<file path="config.mk">
export PLATFORM = sky130hd
export DESIGN_NAME = sha1_message_hasher_core
export DESIGN_NICKNAME = d
export VERILOG_FILES = /design/src/rtl/sha1_pkg.sv /design/src/rtl/sha1_front.sv /design/src/rtl/sha1_back.sv /design/src/rtl/sha1_message_hasher_core.sv
export SDC_FILE = /design/constraint.sdc
export NUM_CORES = 2
export LEC_CHECK = 0
export BUFFER_PORTS_ARGS = -buffer_cell sky130_fd_sc_hd__buf_2
export CORE_UTILIZATION = 46
export CTS_CLUSTER_SIZE = 25
export DETAILED_ROUTE_END_ITERATION = 12
export PLACE_DENSITY = 0.59
export SLEW_MARGIN = 20
export SYNTH_ARGS = -nofsm -noshare
export SYNTH_HDL_FRONTEND = slang
export SYNTH_SLANG_ARGS = --single-unit
</file>
<file path="constraint.sdc">
create_clock -name i_clk -period 12.75 [get_ports i_clk]
set_input_delay 0.6375 -clock i_clk [delete_from_list [all_inputs] [get_ports i_clk]]
set_output_delay 0.6375 -clock i_clk [all_outputs]
set_load 0.03 [all_outputs]
</file>
<file path="src/rtl/sha1_pkg.sv">
// Shared types and constants of the SHA-1 message hasher.
// No dependencies; imported by every module of the block.
`default_nettype none

package sha1_pkg;

    localparam int QUEUE_DEPTH = 2;

    localparam logic [31:0] H_INIT [5] = '{
        32'h67452301, 32'hEFCDAB89, 32'h98BADCFE, 32'h10325476, 32'hC3D2E1F0
    };

    localparam logic [31:0] K_R0 = 32'h5A827999;
    localparam logic [31:0] K_R1 = 32'h6ED9EBA1;
    localparam logic [31:0] K_R2 = 32'h8F1BBCDC;
    localparam logic [31:0] K_R3 = 32'hCA62C1D6;

    localparam logic [7:0] PAD_BYTE = 8'h80;
    localparam logic [6:0] LAST_ROUND = 7'd79;
    localparam logic [5:0] LAST_POS = 6'd63;
    localparam logic [5:0] LEN_POS = 6'd56;
    localparam logic [3:0] LEN_BYTES = 4'd8;
    localparam logic [2:0] LAST_WORD_NUM = 3'd4;

    typedef struct packed {
        logic [7:0] data_byte;
        logic       has_byte;
        logic       end_of_message;
    } t_in_item;

    typedef struct packed {
        logic [31:0] digest_word;
        logic [2:0]  word_number;
        logic        last_word;
    } t_out_item;

    typedef struct packed {
        logic     valid;
        t_in_item item;
    } t_cmd;

endpackage

`default_nettype wire

</file>
<file path="src/rtl/sha1_front.sv">
// Front end: accepts input transactions, drops idle items, queues the rest.
// Depends on sha1_pkg.
`default_nettype none

module sha1_front #(
    parameter int QueueDepth = 2
) (
    input  wire                 i_clk,
    input  wire                 i_rst_n,
    input  wire                 i_in_valid,
    output logic                o_in_stall,
    input  sha1_pkg::t_in_item  i_in_item,
    output sha1_pkg::t_cmd      o_cmd,
    input  wire                 i_take
);
    import sha1_pkg::*;

    localparam int PtrW = (QueueDepth > 1) ? $clog2(QueueDepth) : 1;
    localparam int CntW = $clog2(QueueDepth + 1);

    t_in_item          r_mem [QueueDepth];
    logic [PtrW-1:0]   r_wr;
    logic [PtrW-1:0]   r_rd;
    logic [CntW-1:0]   r_cnt;
    logic              push;
    logic              pop;

    assign o_in_stall = (r_cnt == CntW'(QueueDepth));
    assign push = i_in_valid && !o_in_stall &&
                  (i_in_item.has_byte || i_in_item.end_of_message);
    assign o_cmd.valid = (r_cnt != '0);
    assign o_cmd.item = r_mem[r_rd];
    assign pop = o_cmd.valid && i_take;

    always_ff @(posedge i_clk) begin
        if (push) begin
            r_mem[r_wr] <= i_in_item;
        end
    end

    always_ff @(posedge i_clk) begin
        if (!i_rst_n) begin
            r_wr  <= '0;
            r_rd  <= '0;
            r_cnt <= '0;
        end else begin
            if (push) begin
                r_wr <= (r_wr == PtrW'(QueueDepth - 1)) ? '0 : r_wr + PtrW'(1);
            end
            if (pop) begin
                r_rd <= (r_rd == PtrW'(QueueDepth - 1)) ? '0 : r_rd + PtrW'(1);
            end
            case ({push, pop})
                2'b10:   r_cnt <= r_cnt + CntW'(1);
                2'b01:   r_cnt <= r_cnt - CntW'(1);
                default: r_cnt <= r_cnt;
            endcase
        end
    end

endmodule

`default_nettype wire

</file>
<file path="src/rtl/sha1_back.sv">
// Back end: block gathering, padding, 80-round compression and digest output.
// Depends on sha1_pkg; fed by sha1_front.
`default_nettype none

module sha1_back (
    input  wire                  i_clk,
    input  wire                  i_rst_n,
    input  sha1_pkg::t_cmd       i_cmd,
    output logic                 o_take,
    output logic                 o_out_valid,
    input  wire                  i_out_stall,
    output sha1_pkg::t_out_item  o_out_item
);
    import sha1_pkg::*;

    typedef enum logic [4:0] {
        S_IDLE  = 5'b00001,
        S_PAD   = 5'b00010,
        S_ROUND = 5'b00100,
        S_ADD   = 5'b01000,
        S_OUT   = 5'b10000
    } t_state;

    t_state       r_state;
    t_state       n_state;
    logic [31:0]  r_h [5];
    logic [31:0]  r_w [16];
    logic [31:0]  r_a, r_b, r_c, r_d, r_e;
    logic [63:0]  r_count;
    logic [63:0]  n_count;
    logic [63:0]  r_len;
    logic [5:0]   r_pos;
    logic [6:0]   r_rnd;
    logic [2:0]   r_wnum;
    logic [3:0]   r_len_left;
    logic         r_first;
    logic         r_pad_busy;
    logic         r_out_valid;
    t_out_item    r_out_item;

    logic         in_byte;
    logic         pad_zero;
    logic         push_en;
    logic [7:0]   push_byte;
    logic         out_load;
    logic [31:0]  f;
    logic [31:0]  k;
    logic [31:0]  w_next;
    logic [31:0]  a_new;

    assign o_take      = (r_state == S_IDLE);
    assign o_out_valid = r_out_valid;
    assign o_out_item  = r_out_item;

    assign in_byte  = (r_state == S_IDLE) && i_cmd.valid && i_cmd.item.has_byte;
    assign pad_zero = (r_len_left == LEN_BYTES) && (r_pos != LEN_POS);
    assign push_en  = in_byte || (r_state == S_PAD);
    assign n_count  = r_count + {63'd0, i_cmd.item.has_byte};
    assign out_load = (r_state == S_OUT) && (!r_out_valid || !i_out_stall);

    always_comb begin
        if (r_state == S_IDLE) begin
            push_byte = i_cmd.item.data_byte;
        end else if (r_first) begin
            push_byte = PAD_BYTE;
        end else if (pad_zero) begin
            push_byte = 8'h00;
        end else begin
            push_byte = r_len[63:56];
        end
    end

    always_comb begin
        if (r_rnd inside {[7'd0:7'd19]}) begin
            f = (r_b & r_c) | (~r_b & r_d);
            k = K_R0;
        end else if (r_rnd inside {[7'd20:7'd39]}) begin
            f = r_b ^ r_c ^ r_d;
            k = K_R1;
        end else if (r_rnd inside {[7'd40:7'd59]}) begin
            f = (r_b & r_c) | (r_b & r_d) | (r_c & r_d);
            k = K_R2;
        end else begin
            f = r_b ^ r_c ^ r_d;
            k = K_R3;
        end
    end

    assign w_next = {r_w[13][30:0] ^ r_w[8][30:0] ^ r_w[2][30:0] ^ r_w[0][30:0],
                     r_w[13][31] ^ r_w[8][31] ^ r_w[2][31] ^ r_w[0][31]};
    assign a_new  = {r_a[26:0], r_a[31:27]} + f + r_e + k + r_w[0];

    always_comb begin
        n_state = r_state;
        case (r_state)
            S_IDLE: begin
                if (i_cmd.valid) begin
                    if (i_cmd.item.has_byte && r_pos == LAST_POS) begin
                        n_state = S_ROUND;
                    end else if (i_cmd.item.end_of_message) begin
                        n_state = S_PAD;
                    end
                end
            end
            S_PAD: begin
                if (r_pos == LAST_POS) begin
                    n_state = S_ROUND;
                end
            end
            S_ROUND: begin
                if (r_rnd == LAST_ROUND) begin
                    n_state = S_ADD;
                end
            end
            S_ADD: begin
                if (!r_pad_busy) begin
                    n_state = S_IDLE;
                end else if (r_len_left == '0) begin
                    n_state = S_OUT;
                end else begin
                    n_state = S_PAD;
                end
            end
            S_OUT: begin
                if (out_load && r_wnum == LAST_WORD_NUM) begin
                    n_state = S_IDLE;
                end
            end
            default: n_state = S_IDLE;
        endcase
    end

    // Block window: byte shift while gathering, word shift while compressing
    always_ff @(posedge i_clk) begin
        if (push_en) begin
            for (int i = 0; i < 15; i++) begin
                r_w[i] <= {r_w[i][23:0], r_w[i+1][31:24]};
            end
            r_w[15] <= {r_w[15][23:0], push_byte};
        end else if (r_state == S_ROUND) begin
            for (int i = 0; i < 15; i++) begin
                r_w[i] <= r_w[i+1];
            end
            r_w[15] <= w_next;
        end
    end

    always_ff @(posedge i_clk) begin
        if (push_en && r_pos == LAST_POS) begin
            r_a <= r_h[0];
            r_b <= r_h[1];
            r_c <= r_h[2];
            r_d <= r_h[3];
            r_e <= r_h[4];
        end else if (r_state == S_ROUND) begin
            r_a <= a_new;
            r_b <= r_a;
            r_c <= {r_b[1:0], r_b[31:2]};
            r_d <= r_c;
            r_e <= r_d;
        end
        if (r_state == S_IDLE && i_cmd.valid && i_cmd.item.end_of_message) begin
            r_len <= {n_count[60:0], 3'b000};
        end else if (r_state == S_PAD && !r_first && !pad_zero) begin
            r_len <= {r_len[55:0], 8'h00};
        end
        if (out_load) begin
            r_out_item.digest_word <= r_h[r_wnum];
            r_out_item.word_number <= r_wnum;
            r_out_item.last_word   <= (r_wnum == LAST_WORD_NUM);
        end
    end

    always_ff @(posedge i_clk) begin
        if (!i_rst_n) begin
            r_state     <= S_IDLE;
            r_h         <= H_INIT;
            r_count     <= '0;
            r_pos       <= '0;
            r_rnd       <= '0;
            r_wnum      <= '0;
            r_len_left  <= '0;
            r_first     <= 1'b0;
            r_pad_busy  <= 1'b0;
            r_out_valid <= 1'b0;
        end else begin
            r_state <= n_state;
            if (r_out_valid && !i_out_stall && !out_load) begin
                r_out_valid <= 1'b0;
            end
            if (push_en) begin
                r_pos <= r_pos + 6'd1;
            end
            case (r_state)
                S_IDLE: begin
                    if (i_cmd.valid) begin
                        r_count <= n_count;
                        if (i_cmd.item.end_of_message) begin
                            r_pad_busy <= 1'b1;
                            r_first    <= 1'b1;
                            r_len_left <= LEN_BYTES;
                        end
                    end
                end
                S_PAD: begin
                    if (r_first) begin
                        r_first <= 1'b0;
                    end else if (!pad_zero) begin
                        r_len_left <= r_len_left - 4'd1;
                    end
                end
                S_ROUND: begin
                    r_rnd <= (r_rnd == LAST_ROUND) ? '0 : r_rnd + 7'd1;
                end
                S_ADD: begin
                    r_h[0] <= r_h[0] + r_a;
                    r_h[1] <= r_h[1] + r_b;
                    r_h[2] <= r_h[2] + r_c;
                    r_h[3] <= r_h[3] + r_d;
                    r_h[4] <= r_h[4] + r_e;
                end
                S_OUT: begin
                    if (out_load) begin
                        r_out_valid <= 1'b1;
                        if (r_wnum == LAST_WORD_NUM) begin
                            r_wnum     <= '0;
                            r_h        <= H_INIT;
                            r_count    <= '0;
                            r_pad_busy <= 1'b0;
                        end else begin
                            r_wnum <= r_wnum + 3'd1;
                        end
                    end
                end
                default: begin
                    r_rnd <= '0;
                end
            endcase
        end
    end

    a_rnd_idle: assert property (@(posedge i_clk) disable iff (!i_rst_n)
        (r_state != S_ROUND) |-> (r_rnd == '0))
        else $error("round counter running outside compression");

    a_pad_busy: assert property (@(posedge i_clk) disable iff (!i_rst_n)
        (r_state == S_PAD || r_state == S_OUT) |-> r_pad_busy)
        else $error("padding or output without a pending message end");

    a_last_word: assert property (@(posedge i_clk) disable iff (!i_rst_n)
        r_out_valid |-> (r_out_item.last_word == (r_out_item.word_number == LAST_WORD_NUM)))
        else $error("last word flag does not match word number");

    a_round_entry: assert property (@(posedge i_clk) disable iff (!i_rst_n)
        (r_state == S_ROUND && $past(r_state) != S_ROUND) |-> (r_pos == '0))
        else $error("compression started on a partial block");

endmodule

`default_nettype wire

</file>
<file path="src/rtl/sha1_message_hasher_core.sv">
// Channel    | direction | handshake                  | payload
// input      | in        | i_in_valid / o_in_stall    | i_in_item  (t_in_item)
// output     | out       | o_out_valid / i_out_stall  | o_out_item (t_out_item)
// Each message byte is shifted into the block window in the back end; every full
// 64-byte block then runs 80 rounds on one round unit, then the chaining add.
// A message end adds the padding bytes up to the block end, one or two
// compressions, and five digest transactions.
// Reset is synchronous and active low; it restores the initial chaining values.
// The input queue takes items, until it is full, while the back end compresses or the output stalls.
// Depends on sha1_pkg, sha1_front and sha1_back.
`default_nettype none

module sha1_message_hasher_core #(
    parameter int QueueDepth = sha1_pkg::QUEUE_DEPTH
) (
    input  wire                  i_clk,
    input  wire                  i_rst_n,
    input  wire                  i_in_valid,
    output logic                 o_in_stall,
    input  sha1_pkg::t_in_item   i_in_item,
    output logic                 o_out_valid,
    input  wire                  i_out_stall,
    output sha1_pkg::t_out_item  o_out_item
);
    import sha1_pkg::*;

    t_cmd  cmd;
    logic  take;

    sha1_front #(
        .QueueDepth (QueueDepth)
    ) u_front (
        .i_clk      (i_clk),
        .i_rst_n    (i_rst_n),
        .i_in_valid (i_in_valid),
        .o_in_stall (o_in_stall),
        .i_in_item  (i_in_item),
        .o_cmd      (cmd),
        .i_take     (take)
    );

    sha1_back u_back (
        .i_clk       (i_clk),
        .i_rst_n     (i_rst_n),
        .i_cmd       (cmd),
        .o_take      (take),
        .o_out_valid (o_out_valid),
        .i_out_stall (i_out_stall),
        .o_out_item  (o_out_item)
    );

endmodule

`default_nettype wire

</file>
==> run metrics <==
maximum vdd ir drop 0.000158 V; number of flops mapped to enable cells by yosys 789; post-synth net total 5889; synthesis-stage register bit count 1043; fraction of power consumed by sequential logic 0.467; share of async-settable or async-resettable flops after synthesis 0; kind of end point of the critical path register; CTS tree done; portion of total power attributed to the clock network 0.302; estimated wirelength of the detail-placed design 105 mm; total congestion overflow 0; portion of netlist area occupied by mux cells 0.0777; placeable core region 125000 µm²; Post-Synth XOR/XNOR Area 0.0491; DR DRC count 0; insertion delay of the later-clocked pin in the worst-skew pair 0.76 ns; end point of the worst hold path u_front.r_mem[0][3]; sum of negative setup slack 0 ns; stage delay of the slowest cell on the critical path 0.52 ns; Comb pwr share 0.231; height of the chip 357 µm; starting density of the core 0.463; Fmax achieved 0.145 GHz; depth of the worst register-to-register path 28; via count of the first global-routing pass 40000; setup slack of the most critical reg-to-reg path 5.85 ns; worst path buffer plus inverter count 7; # setup viols final 0; main combinational cell family by area after synthesis simple AND/OR/NAND/NOR gates; deepest clock path buffer count 3; largest cells by area after synthesis sky130_fd_sc_hd__edfxtp_1 (41%), sky130_fd_sc_hd__dfxtp_1 (8.7%), sky130_fd_sc_hd__nand2_1 (7.9%); worst slew margin relative to its limit 0.242; sequential share of the synthesized area 0.495; PD cells 176 nW/µm²; proportion of layout cells with a drive suffix above 1 0.121; number of port buffers 51; Sink Count 1043; final total power 0.0113 W; Final Hold Viols 0; hold_buf cts 0; antenna-violating nets left 0; routed via count 40900; area leader, netlist sky130_fd_sc_hd__edfxtp_1; shortest period the worst path allows 6.90 ns; unrepaired setup endpoints after global routing false; status completed; adder-cell share of the synthesized area 0.0927; Synth Area in Compound Gates 0.106; internal cell power 0.00774 W; CP Max Fanout 35; Post-Layout Cell Count 7252; r2r endpoint u_back.r_a[31]; Placement Rows 130; Resize count post-CTS 0; number of cells in the design after placement 7031; horizontal extent of the die 357 µm; count of different cell masters after synthesis 85; initial antenna violation count 0; family with the most delay on the worst path adder cells; Setup Skew 0.0383 ns; average cell area after synthesis 10.5 µm²; Most used DFF post-synth sky130_fd_sc_hd__edfxtp_1; Reg clk slew, reported paths 0.06 ns; sw frac 0.313; worst hold margin 0.0774 ns; worst path required time 13.20 ns; leakage dissipation 24.7 nW; Vias per Instance 5.64; full die area 128000 µm²; total routed wirelength 153 mm; post-route standard cell area excluding fillers 63900 µm²; critical path startpoint category register; area fraction in and, or, nand and nor cells after synthesis 0.146; worst hold start i_in_item[3]; global-route wire length before repair 238 mm; max-slew violation count 0; router iterations before antenna repair 6; final critical-path share of the clock period 0.541; DRT iter0 DRCs 3560; most used cell, CP sky130_fd_sc_hd__inv_1; worst slew pin tran 1.14 ns; cell at the root of the clock tree sky130_fd_sc_hd__clkbuf_16; Area after DPL 60100 µm²; H-tree levels 3; worst setup path category register to register; critical register-to-register path startpoint u_back.r_rnd[0]; Worst EP arrival 7.35 ns; I/O Pins 52; synth-to-layout area growth 9.97%; largest net degree at the start of global routing 215; top-area cell type share of the netlist area 0.408; cell area after technology mapping 58100 µm²; instance count of the mapped netlist 5519; worst hold path depth 1; final net count 5870; Switching Power 0.00353 W; Worst Hold Class input pin to register; buffer count from post-CTS setup fixing 0; average wire per standard cell 21.1 µm; Synthesis Warnings 0; number of CTS-inserted buffers 117; max cap viols 0; final estimated routing congestion in global placement 0.916; combined global-route utilization of all metal layers 0.240; CP max stage cell sky130_fd_sc_hd__fa_1
==> cells in the mapped netlist, drive strengths merged, types with 7 or more instances <==
library cell and n:
o32a 8, nor3 64, o31ai 7, nor2b 139, nand2 1226, or2 9, a31o 9, a311oi 8
o32ai 20, o21bai 20, mux2i 18, nand4 19, a31oi 18, clkbuf 183, or3 25, fa 124
a211oi 14, and3 43, buf 59, edfxtp 789, a21o 91, nand2b 36, a22o 7, and4 11
o22ai 49, and2 39, o21ai 303, nand3 63, dfxtp 254, a21boi 19, mux4 32, ha 232
a22oi 51, o21a 39, nor2 228, xnor2 227, nor4 10, o211ai 18, inv 253, mux2 321
a21oi 226, xor2 99, o221ai 8, a211o 20, nor3b 14
==> state kept, by name, indices dropped and copies added, names as in the netlist, named ones only <==
name                cells
u_back.o_out_item      36
u_back.r_pad_busy       1
u_back.r_len_left       4
u_front.r_cnt           2
u_back.r_rnd            7
u_front.r_mem          20
u_front.r_wr            1
u_back.r_pos            6
u_back.r_a             32
u_back.r_state          5
u_back.r_e             32
u_back.r_len           61
u_front.r_rd            1
u_back.r_c             32
u_back.r_first          1
u_back.r_b             32
u_back.r_wnum           3
u_back.r_count         61
u_back.r_d             32
u_back.r_h            160
u_back.r_w            512
u_back.o_out_valid      1
==> cells in the final DEF (no fill, tap or decap), drive strengths merged, types with 19 or more instances in the layout <==
cell type / synthesis / final
nand2: 1226 / 1226
edfxtp: 789 / 789
mux2: 321 / 321
o21ai: 303 / 303
dfxtp: 254 / 254
inv: 253 / 254
ha: 232 / 232
nor2: 228 / 228
xnor2: 227 / 227
a21oi: 226 / 226
clkbuf: 183 / 157
nor2b: 139 / 139
fa: 124 / 124
buf: 59 / 104
xor2: 99 / 99
a21o: 91 / 91
nor3: 64 / 64
nand3: 63 / 63
a22oi: 51 / 51
o22ai: 49 / 49
clkinv: 1 / 49
and3: 43 / 43
o21a: 39 / 39
and2: 39 / 39
nand2b: 36 / 36
mux4: 32 / 32
or3: 25 / 25
a211o: 20 / 20
o32ai: 20 / 20
o21bai: 20 / 20
a21boi: 19 / 19
nand4: 19 / 19
==> area by class of cell <==
type,count,area [µm²]
Antenna cell,3,7.51
Clock inverter,61,654
Multi-Input combinational cell,3980,27600
Timing Repair Buffer,104,709
Fill cell,11400,61500
Sequential cell,1043,28800
Clock buffer,157,3190
Tap cell,1650,2060
Inverter,254,953
==> per-stage QoR <==
step	setup slack, ns	utilization
after floorplan	4.35	-
after detailed placement	5.86	0.479
after CTS	5.82	0.510
final	5.85	0.510
after global routing	5.37	0.510
after global placement	5.95	0.479
==> cell families (layout without fill, tap and decap cells) <==
| group | after synthesis | count (layout) |
|---|---|---|
| simple gates | 1948 | 1948 |
| flops | 1043 | 1043 |
| compound gates | 979 | 979 |
| buf+inv | 496 | 576 |
| mux | 371 | 371 |
| fa+ha+maj | 356 | 356 |
| xor+xnor | 326 | 326 |
| other cells | 0 | 3 |
==> metal layers <==
| layer | vias up | track usage | routed length, µm |
|---|---|---|---|
| li1 | 19400 | - | - |
| met1 | 20300 | 0.334 | 68000 |
| met2 | 1038 | 0.396 | 72500 |
| met3 | 220 | 0.0276 | 8020 |
| met4 | 0 | 0.0691 | 4320 |
| met5 | - | 0 | 0 |
==> power by group through the flow <==
stage	sequential [W]	combinational, W	clock [W]
3_3_place_gp	0.00532	0.00260	0
2_1_floorplan	0.00534	0.00200	0
4_1_cts	0.00527	0.00265	0.00348
5_1_grt	0.00536	0.00295	0.00360
3_5_place_dp	0.00533	0.00264	0
6_report	0.00526	0.00260	0.00340
==> worst max-delay path by stage <==
stage / endpoint / slack (ns) / cells after the start / startpoint
2_1_floorplan: u_back.r_w[0][0] / 4.35 / 7 / u_back.r_state[4]
3_3_place_gp: u_back.r_a[31] / 5.95 / 28 / u_back.r_rnd[0]
3_5_place_dp: u_back.r_a[31] / 5.86 / 28 / u_back.r_rnd[0]
4_1_cts: u_back.r_a[31] / 5.82 / 28 / u_back.r_rnd[0]
5_1_grt: u_back.r_a[31] / 5.37 / 28 / u_back.r_rnd[0]
6_report: u_back.r_a[31] / 5.85 / 28 / u_back.r_rnd[0]
Note: power is estimated with default switching activity, not from simulation.
